[src/i2crb_pkg.sv]
// Shared constants for the I2C slave register buffer.
// No dependencies.
`default_nettype none

package i2crb_pkg;

  // Bus event codes carried on cmd and echoed on event_echo
  localparam logic [3:0] CMD_WRITE_ADDR = 4'd0;
  localparam logic [3:0] CMD_RX_ACK     = 4'd1;
  localparam logic [3:0] CMD_RX_NACK    = 4'd2;
  localparam logic [3:0] CMD_STOP       = 4'd3;
  localparam logic [3:0] CMD_READ_ADDR  = 4'd4;
  localparam logic [3:0] CMD_TX_ACK     = 4'd5;
  localparam logic [3:0] CMD_TX_NACK    = 4'd6;
  localparam logic [3:0] CMD_LAST_TX    = 4'd7;
  localparam logic [3:0] CMD_OTHER      = 4'd8;

  // Configuration register indexes
  localparam logic CFG_POSITION_LIMIT  = 1'b0;
  localparam logic CFG_ADDRESSING_MODE = 1'b1;

  // Addressing modes
  localparam logic MODE_RESTART = 1'b0;
  localparam logic MODE_ADDRESS = 1'b1;

  // Response codes
  localparam logic RESP_ACK     = 1'b0;
  localparam logic RESP_RELEASE = 1'b1;

endpackage

`default_nettype wire

[src/i2crb_ram.sv]
// Generic single-write, single-read RAM with a registered, read-enabled output.
// No dependencies.
`default_nettype none

module i2crb_ram #(
  parameter int WIDTH = 8,
  parameter int DEPTH = 256
) (
  input  wire logic                                   clk,
  input  wire logic                                   we,
  input  wire logic [(DEPTH > 1 ? $clog2(DEPTH) : 1)-1:0] waddr,
  input  wire logic [WIDTH-1:0]                       wdata,
  input  wire logic                                   re,
  input  wire logic [(DEPTH > 1 ? $clog2(DEPTH) : 1)-1:0] raddr,
  output logic      [WIDTH-1:0]                       rdata
);

  logic [WIDTH-1:0] mem [DEPTH];

  // Write port
  always_ff @(posedge clk) begin
    if (we) begin
      mem[waddr] <= wdata;
    end
  end

  // Read port, output holds while re is low
  always_ff @(posedge clk) begin
    if (re) begin
      rdata <= mem[raddr];
    end
  end

endmodule

`default_nettype wire

[src/i2c_slave_register_buffer_core.sv]
// Top level of the I2C slave register buffer: event decode, position control, byte store.
// Depends on i2crb_pkg and i2crb_ram.
//
// Usage:
//   Input channel (in_valid / in_stall) carries one bus event per transaction:
//   cmd and, for a received byte, rx_byte. Output channel (out_valid /
//   out_stall) returns one result per event: tx_byte, tx_valid, response and
//   event_echo.
//   Each event passes through ST_IDLE and ST_EXEC: on accept the block issues
//   the byte store read; ST_EXEC uses the registered read data and, once the
//   output is free, updates position and the address flag, writes the store
//   and loads the output register, raising out_valid. The store read is
//   registered, so execution follows the accept; no new event is taken until
//   ST_EXEC has loaded the result.
//   A result waiting in the output register does not block the next accept;
//   if it is still stalled when the following result is ready, the block
//   holds that result and keeps in_stall high until the output frees up.
//   Configuration (cfg_we, cfg_index, cfg_data) must be written only while idle;
//   the block does not enforce it. Reset holds in_stall high and clears
//   position, the address flag, both registers and each entry's valid bit; an
//   unwritten entry reads as zero: no clearing pass, events are taken right after.
`default_nettype none

module i2c_slave_register_buffer_core
  import i2crb_pkg::*;
#(
  parameter int STORE_DEPTH = 256
) (
  input  wire logic       clk,
  input  wire logic       rst,
  // configuration write port
  input  wire logic       cfg_we,
  input  wire logic       cfg_index,
  input  wire logic [7:0] cfg_data,
  // event channel
  input  wire logic       in_valid,
  output logic            in_stall,
  input  wire logic [3:0] cmd,
  input  wire logic [7:0] rx_byte,
  // result channel
  output logic            out_valid,
  input  wire logic       out_stall,
  output logic      [7:0] tx_byte,
  output logic            tx_valid,
  output logic            response,
  output logic      [3:0] event_echo
);

  localparam int AW = (STORE_DEPTH > 1) ? $clog2(STORE_DEPTH) : 1;
  localparam logic [7:0] MAX_POS = 8'(STORE_DEPTH - 1);

  typedef enum logic {
    ST_IDLE,
    ST_EXEC
  } state_t;

  state_t state;

  // configuration
  logic [7:0] position_limit;
  logic       addressing_mode;

  // buffer control state
  logic [7:0] position;
  logic       expect_address;
  logic [STORE_DEPTH-1:0] written;

  // event held for the execute cycle
  logic [3:0] ev_cmd;
  logic [7:0] ev_rx;
  logic       rd_written;

  // store port signals
  logic          in_accept;
  logic          out_free;
  logic [7:0]    rd_pos;
  logic [AW-1:0] rd_addr;
  logic [7:0]    rd_data;
  logic          wr_en;
  logic [AW-1:0] wr_addr;

  // execute results
  logic [7:0] lim;
  logic [7:0] base_pos;
  logic [7:0] adv_pos;
  logic [7:0] position_next;
  logic       expect_address_next;
  logic [7:0] tx_byte_next;
  logic       tx_valid_next;
  logic       response_next;
  logic       finish;

  assign in_stall  = rst || (state != ST_IDLE);
  assign in_accept = in_valid && !in_stall;
  assign out_free  = !out_valid || !out_stall;
  assign finish    = (state == ST_EXEC) && out_free;

  // Pick the read position: a read-addressed event in restart mode reads entry zero
  always_comb begin
    if (cmd == CMD_READ_ADDR && addressing_mode == MODE_RESTART) begin
      rd_pos = 8'd0;
    end else begin
      rd_pos = position;
    end
  end
  assign rd_addr = rd_pos[AW-1:0];

  i2crb_ram #(
    .WIDTH(8),
    .DEPTH(STORE_DEPTH)
  ) u_store (
    .clk  (clk),
    .we   (wr_en),
    .waddr(wr_addr),
    .wdata(ev_rx),
    .re   (in_accept),
    .raddr(rd_addr),
    .rdata(rd_data)
  );

  // Effective limit never points past the store
  assign lim = (position_limit > MAX_POS) ? MAX_POS : position_limit;

  // Execute: decode the held event, advance position, build the result
  always_comb begin
    position_next       = position;
    expect_address_next = expect_address;
    tx_byte_next        = 8'd0;
    tx_valid_next       = 1'b0;
    response_next       = RESP_ACK;
    wr_en               = 1'b0;
    wr_addr             = position[AW-1:0];
    if (ev_cmd == CMD_READ_ADDR && addressing_mode == MODE_RESTART) begin
      base_pos = 8'd0;
    end else begin
      base_pos = position;
    end
    adv_pos = (base_pos < lim) ? base_pos + 8'd1 : 8'd0;

    case (ev_cmd)
      CMD_WRITE_ADDR: begin
        if (addressing_mode == MODE_RESTART) begin
          position_next       = 8'd0;
          expect_address_next = 1'b0;
        end else begin
          expect_address_next = 1'b1;
        end
      end
      CMD_RX_ACK: begin
        if (expect_address) begin
          if (ev_rx <= lim) begin
            position_next = ev_rx;
          end
          expect_address_next = 1'b0;
        end else begin
          wr_en         = finish;
          position_next = adv_pos;
        end
      end
      CMD_STOP: begin
      end
      CMD_READ_ADDR, CMD_TX_ACK: begin
        tx_byte_next  = rd_written ? rd_data : 8'd0;
        tx_valid_next = 1'b1;
        position_next = adv_pos;
      end
      default: begin
        response_next = RESP_RELEASE;
      end
    endcase
  end

  // Hold state, registers and the result register
  always_ff @(posedge clk) begin
    if (rst) begin
      state           <= ST_IDLE;
      out_valid       <= 1'b0;
      position_limit  <= 8'd0;
      addressing_mode <= MODE_RESTART;
      position        <= 8'd0;
      expect_address  <= 1'b0;
      written         <= '0;
    end else begin
      if (cfg_we) begin
        case (cfg_index)
          CFG_POSITION_LIMIT:  position_limit  <= cfg_data;
          CFG_ADDRESSING_MODE: addressing_mode <= cfg_data[0];
          default: begin
          end
        endcase
      end

      // Drop the taken result unless a new one loads in this cycle
      if (out_valid && !out_stall && !finish) begin
        out_valid <= 1'b0;
      end

      case (state)
        ST_IDLE: begin
          if (in_accept) begin
            ev_cmd     <= cmd;
            ev_rx      <= rx_byte;
            rd_written <= written[rd_addr];
            state      <= ST_EXEC;
          end
        end
        ST_EXEC: begin
          if (out_free) begin
            position       <= position_next;
            expect_address <= expect_address_next;
            if (wr_en) begin
              written[wr_addr] <= 1'b1;
            end
            tx_byte    <= tx_byte_next;
            tx_valid   <= tx_valid_next;
            response   <= response_next;
            event_echo <= ev_cmd;
            out_valid  <= 1'b1;
            state      <= ST_IDLE;
          end
        end
        default: begin
          state <= ST_IDLE;
        end
      endcase
    end
  end

  // Only read events load a transmit byte
  a_tx_only_on_read: assert property (@(posedge clk) disable iff (rst)
    out_valid && tx_valid |-> event_echo == CMD_READ_ADDR || event_echo == CMD_TX_ACK)
    else $error("tx_valid on a non-read event");

  // A released event never carries a transmit byte
  a_release_no_tx: assert property (@(posedge clk) disable iff (rst)
    out_valid && response == RESP_RELEASE |-> !tx_valid && tx_byte == 8'd0)
    else $error("released event carries transmit data");

  // Position stays inside the store
  a_position_in_store: assert property (@(posedge clk) disable iff (rst)
    1'b1 |-> position <= MAX_POS)
    else $error("position beyond store");

  // An accepted event always goes to the execute cycle
  a_accept_to_exec: assert property (@(posedge clk) disable iff (rst)
    in_accept |=> state == ST_EXEC)
    else $error("accepted event not executed");

endmodule

`default_nettype wire
[config.mk]
export PLATFORM = sky130hd
export DESIGN_NAME = i2c_slave_register_buffer_core
export DESIGN_NICKNAME = d
export VERILOG_FILES = /design/src/i2crb_pkg.sv /design/src/i2crb_ram.sv /design/src/i2c_slave_register_buffer_core.sv
export SDC_FILE = /design/constraint.sdc
export NUM_CORES = 2
export LEC_CHECK = 0
export ABC_AREA = 1
export ABC_CLOCK_PERIOD_IN_PS = 5950
export BUFFER_PORTS_ARGS = -buffer_cell sky130_fd_sc_hd__buf_2
export CORE_UTILIZATION = 64
export DETAILED_ROUTE_END_ITERATION = 7
export PLACE_DENSITY = 0.8
export SLEW_MARGIN = 5
export SYNTH_ARGS = -nofsm -noshare
export SYNTH_HDL_FRONTEND = slang
export SYNTH_SLANG_ARGS = --single-unit
export TNS_END_PERCENT = 1
[constraint.sdc]
create_clock -name clk -period 5.95 [get_ports clk]
set_clock_uncertainty 0.15 [all_clocks]
set_input_delay 0.2975 -clock clk [delete_from_list [all_inputs] [get_ports clk]]
set_output_delay 0.2975 -clock clk [all_outputs]
set_load 0.03 [all_outputs]
---- Word level (Yosys, flattened, before mapping) ----
Memories as Yosys holds them, arrays and structs flattened. A register that Yosys moved wholly into a read port is not among the register bits.
Index checks and enable logic that the tools add are counted.
storage, ports and cells
  input bits .............................. 26
  RAM bits ................................ 2,048
  logic and storage cells ................. 86
  memories ................................ 1
  flip-flop bits (word level) ............. 303
memory list
  name         words  width  rd ports  clocked after Yosys merged registers in  wr ports  line             RTL
  u_store.mem  256    8      1         1                                        1         i2crb_ram.sv:18  logic [WIDTH-1:0] mem [DEPTH];
cells by class
  bitwise logic cells ..................... 5
  magnitude comparators ................... 6
  muxes and demuxes ....................... 26
  $add $sub $neg .......................... 1
  eq/ne operators ......................... 7
  reduce and logical (&&, ||, !) cells .... 26
operator list
  operator                                                                              count
  256-bit bitwise OR                                                                    1
  8-bit 2-to-1 mux                                                                      7
  8-bit one-hot mux with 3 select lines                                                 1
  8-bit by 9-bit less-than comparator with 1-bit output (second input constant)         2
  1-bit 2-to-1 mux                                                                      14
  4-bit by 3-bit == test with 1-bit output (second input constant)                      3
  3-bit AND reduction                                                                   4
  8-bit by 1-bit adder with 8-bit output (second input constant)                        1
  1-bit binary-select mux with 8-bit select                                             1
  1-bit demux with 8-bit select                                                         1
  8-bit by 1-bit greater-or-equal comparator with 1-bit output (second input constant)  1
  8-bit > comparator (second input constant)                                            1
  8-bit <= comparator                                                                   1
  8-bit less-than comparator                                                            1
  1-bit logical AND                                                                     7
  2-bit AND reduction                                                                   3
  5-bit AND reduction                                                                   1
  5-bit OR reduction                                                                    1
  4-bit by 1-bit == test with 1-bit output (second input constant)                      1
  4-bit by 2-bit == test with 1-bit output (second input constant)                      1
  1-bit zero test                                                                       4
  4-bit zero test                                                                       1
  1-bit inverter                                                                        4
  1-bit one-hot mux with 2 select lines                                                 2
  other kinds (6)                                                                       7

---- Logic depth before layout (Yosys ltp) ----
  depth after elaboration ................. 8
  mapped depth ............................ 17

---- By module ----
From an unflattened synthesis, not the netlist that was laid out.
second synthesis, totals
  cell total of the unflattened synthesis .. 9,013
  area total of the unflattened synthesis .. 97,845.1 um^2
modules (own cells, without submodules)
  module                          instances  sequential area each (um^2)  cells each  area an instance (um^2)
  i2crb_ram                       1          61,739.2                     7,003       83,476.3
  i2c_slave_register_buffer_core  1          6,336.1                      2,010       14,368.8

---- Least setup slack after synthesis ----
OpenSTA, ideal clock, no wires.
  path kind ............................... flip-flop to flip-flop
  start point ............................. register ev_rx[3]
  end point ............................... register position[6]
  path buffers ............................ 0
  slack ................................... 0.889 ns
  data required time ...................... 5.722 ns
  stages on the path, launching flop included .. 11
  data arrival time ....................... 4.833 ns
  cell sequence ........................... edfxtp_1 ha_1 a21oi_1 o21ai_0 nand2_1 o211ai_1 nand3_1 nand2_1 inv_1 o21ai_0 a21oi_1
between the ends
  longest elaborated chain between the ends .. 3
RTL lines
  item                                  line                                   RTL
  start: declaration                    i2c_slave_register_buffer_core.sv:70   logic [7:0] ev_rx;
  start signal: assignment              i2c_slave_register_buffer_core.sv:202  ev_rx <= rx_byte;
  8-bit <= comparator                   i2c_slave_register_buffer_core.sv:151  if (ev_rx <= lim) begin
  3-bit != test (no source line)        -
  5-bit AND reduction (no source line)  -
  end signal: assignment                i2c_slave_register_buffer_core.sv:209  position <= position_next;
  end: declaration                      i2c_slave_register_buffer_core.sv:64   logic [7:0] position;
Every way passes these cells.
A chain may end at the register's enable or synchronous reset.

---- Worst setup path after layout ----
  start point ............................. register addressing_mode
  end point ............................... register u_store.rdata[4] (read register of u_store.mem) (data pin)
between the ends
  longest elaborated chain between the ends .. 3
RTL lines
  item                      line                                   RTL
  start: declaration        i2c_slave_register_buffer_core.sv:61   logic addressing_mode;
  start signal: assignment  i2c_slave_register_buffer_core.sv:187  CFG_ADDRESSING_MODE: addressing_mode <= cfg_data[0];
  1-bit inverter            -
  1-bit logical AND         i2c_slave_register_buffer_core.sv:100  if (cmd == CMD_READ_ADDR && addressing_mode == MODE_RESTART) begin
  8-bit 2-to-1 mux          i2c_slave_register_buffer_core.sv:100
  end: declaration          i2crb_ram.sv:15                        output logic [WIDTH-1:0] rdata
Every way passes these cells.

==> results.sh <==
export IMPL_finalSetupTns_ns=0
export IMPL_globalRouteOverflowTotal=0
export IMPL_regArea_mm2=0.0681
export IMPL_htree_levels=4
export IMPL_grt_pass1_wl_um=433000
export IMPL_vias=74900
export IMPL_io_buffer_count=41
export IMPL_hold_path_cell_count=2
export IMPL_avgViaCountPerCell=6.23
export IMPL_hold_path_class="input port to flip-flop"
export IMPL_setup_viol=0
export IMPL_failed_checks="design-rule violations"
export IMPL_most_common_layout_cells="2,300 x nand3_1, 2,083 x edfxtp_1, 1,476 x nand2_1"
export IMPL_rsz0062_at_grt="false"
export IMPL_syn_area_mm2=0.104
export IMPL_final_common_cell="nand3_1"
export IMPL_cp_start_kind="flip-flop"
export IMPL_drive_gt1_share_pct=7.50
export IMPL_totalPowerFinal_w=0.0340
export IMPL_cts_root_buf="clkbuf_16"
export IMPL_clkLatencyLatePin_ns=0.89
export IMPL_floorplan_initialDensity_pct=64.5
export IMPL_antenna_found_initial=9
export IMPL_track_usage_pct=35.2
export IMPL_fp_dieW_um=404
export IMPL_pre_cts_slack_ns=1.01
export IMPL_hpwl_um=160000
export IMPL_drt_iter0_markers=12500
export IMPL_std_cell_rows=147
export IMPL_worstPathRequired_ns=6.41
export IMPL_synth_cells=9884
export IMPL_grt_pass1_vias=71100
export IMPL_critPathArrivalTime_ns=5.53
export IMPL_use_met3_pct=7.75
export IMPL_post_route_period_util_pct=85.2
export IMPL_hp_start="cmd[2]"
export IMPL_io_pins=42
export IMPL_ir_drop_mv=0.230
export IMPL_async_flop_share_pct=0
export IMPL_cap_viol_max_count=0
export IMPL_multi_input_area_mm2=0.0280
export IMPL_grt_util_met2_pct=53.6
export IMPL_grt_max_degree=187
export IMPL_syn_to_final_growth_pct=8.83
export IMPL_wl_um=290000
export IMPL_clkTransAtPathRegs_ns=0.06
export IMPL_synth_edf_count=2083
export IMPL_core_area_mm2=0.161
export IMPL_crit_type="flip-flop to flip-flop"
export IMPL_ys_types=35
export IMPL_hold_end="ev_cmd[2]"
export IMPL_gp_congestion=0.906
export IMPL_die_area_mm2=0.164
export IMPL_drc=1
export IMPL_p_leak_nw=43.3
export IMPL_synth_seq_cells=2359
export IMPL_end_kind="flip-flop"
export IMPL_rr_worst_depth=13
export IMPL_worst_path_max_fanout=186
export IMPL_ant_nets=0
export IMPL_rr_endpoint="u_store.rdata[4]"
export IMPL_avgSynthCellArea_um2=10.5
export IMPL_fillers=11000
export IMPL_clk_path_buf_depth=3
export IMPL_r2r_setup_slack_ns=0.88
export IMPL_syn_nets=9926
export IMPL_grt_most_used_layer="met2"
export IMPL_final_nets=9692
export IMPL_cts_tree="yes"
export IMPL_power_density_mw_per_mm2=301
export IMPL_grtUsageMet1_pct=47.3
export IMPL_cts_setup_buffers=0
export IMPL_holdWs_ns=0.0550
export IMPL_max_freq_ghz=0.197
export IMPL_reg2reg_from="addressing_mode"
export IMPL_finalMaxSlewViolations=0
export IMPL_routedWlPerCell_um=24.1
export IMPL_cts_sinks=2359
export IMPL_tightest_slew_ns=1.17
export IMPL_ys_seq_area_share_pct=65.7
export IMPL_yosysWarnings=0
export IMPL_synth_flop_cell="edfxtp_1"
export IMPL_firstDrtPassIters=8
export IMPL_fin_ws_ns=0.879
export IMPL_fp_dieH_um=404
export IMPL_period_minus_slack_ns=5.07
export IMPL_numCtsBuffers=222
export IMPL_status="finished with violations"
export IMPL_finalHoldViolCount=0
export IMPL_max_slew_margin_rel_pct=21.9
final cells by class:
cell class	count	share of cell area, %
inverters	1198	4.02
well taps	2160	2.40
multi-input cells	5659	24.8
clock buffers	318	5.65
flip-flops and latches	2359	60.3
clock inverters	107	0.915
repair buffers	210	1.84
diodes	4	0.00887
where the power goes:
group / switching (W) / total, W / internal, W
clock network: 0.00621 / 0.0144 / 0.00817
registers: 0.0000251 / 0.0180 / 0.0179
logic: 0.00126 / 0.00165 / 0.000385
critical path, stage by stage (launching register included):
cell and delay (ns):
dfxtp_1 0.33, nor2_1 0.20, nand3_4 0.65, nand2_8 0.76, inv_16 0.39, buf_12 0.37
nand3_1 0.24, nand3_1 0.10, nand3_1 0.18, nand3_1 0.25, nand3_1 0.20, nand3_1 0.24
nand3_1 0.42, nand2_1 0.11
worst max path at each step:
stage | start | end | slack, ns | cells past startpoint
2_1_floorplan | ev_rx[3] | position[6] | 0.89 | 10
3_3_place_gp | cmd[0] | u_store.rdata[4] | 1.11 | 14
3_5_place_dp | cmd[0] | u_store.rdata[4] | 1.01 | 14
4_1_cts | addressing_mode | u_store.rdata[4] | 1.13 | 13
5_1_grt | addressing_mode | u_store.rdata[4] | 0.86 | 13
6_report | addressing_mode | u_store.rdata[4] | 0.88 | 13
registers in the layout, indices dropped and copies added, names as in the netlist, 4 cells and up:
signal and flops:
event_echo 4, tx_byte 8, written 256, ev_rx 8, u_store.rdata 8, position_limit 8
ev_cmd 4, position 8, u_store.mem 2048
stage by stage:
stage	instance area, µm²	util [%]	cells
6_report	113000	70.2	12000
5_1_grt	113000	70.2	12000
4_1_cts	113000	70.2	12000
3_5_place_dp	105000	65.3	11500
3_3_place_gp	105000	65.3	11500
2_1_floorplan	104000	-	9884
cells in the mapped netlist (42+ instances only):
cell type | instances | area [µm²]
inv_1 | 1182 | 4440
buf_2 | 384 | 1920
or2_2 | 87 | 544
nor2_1 | 842 | 3160
nor2_2 | 49 | 307
clkbuf_1 | 210 | 788
nand2_1 | 1478 | 5550
nand3_1 | 2301 | 11500
o2111ai_1 | 42 | 368
buf_1 | 48 | 180
dfxtp_1 | 276 | 5530
nand3b_1 | 655 | 4920
edfxtp_1 | 2083 | 62500
o21ai_0 | 59 | 295
metal layers:
metal,part of all wire [%],routed length (µm)
met5,0.026,75
met4,5.8,16700
met1,36,106000
met3,13,36800
met2,45,131000
what timing repair did:
action / in CTS / in global routing
hold endpoints to repair: 111 / 0
gates resized for setup: 0 / 0
hold buffers: 47 / 0
kinds of logic after synthesis:
group / synth area share [%]
and+or+nand+nor: 25.7
DFF: 65.7
buffers and inverters: 7.36
AOI/OAI and AO/OA: 0.998
adders and majority gates: 0.193
xor gates and xnor gates: 0.0338
(Power assumes the default switching activity.)
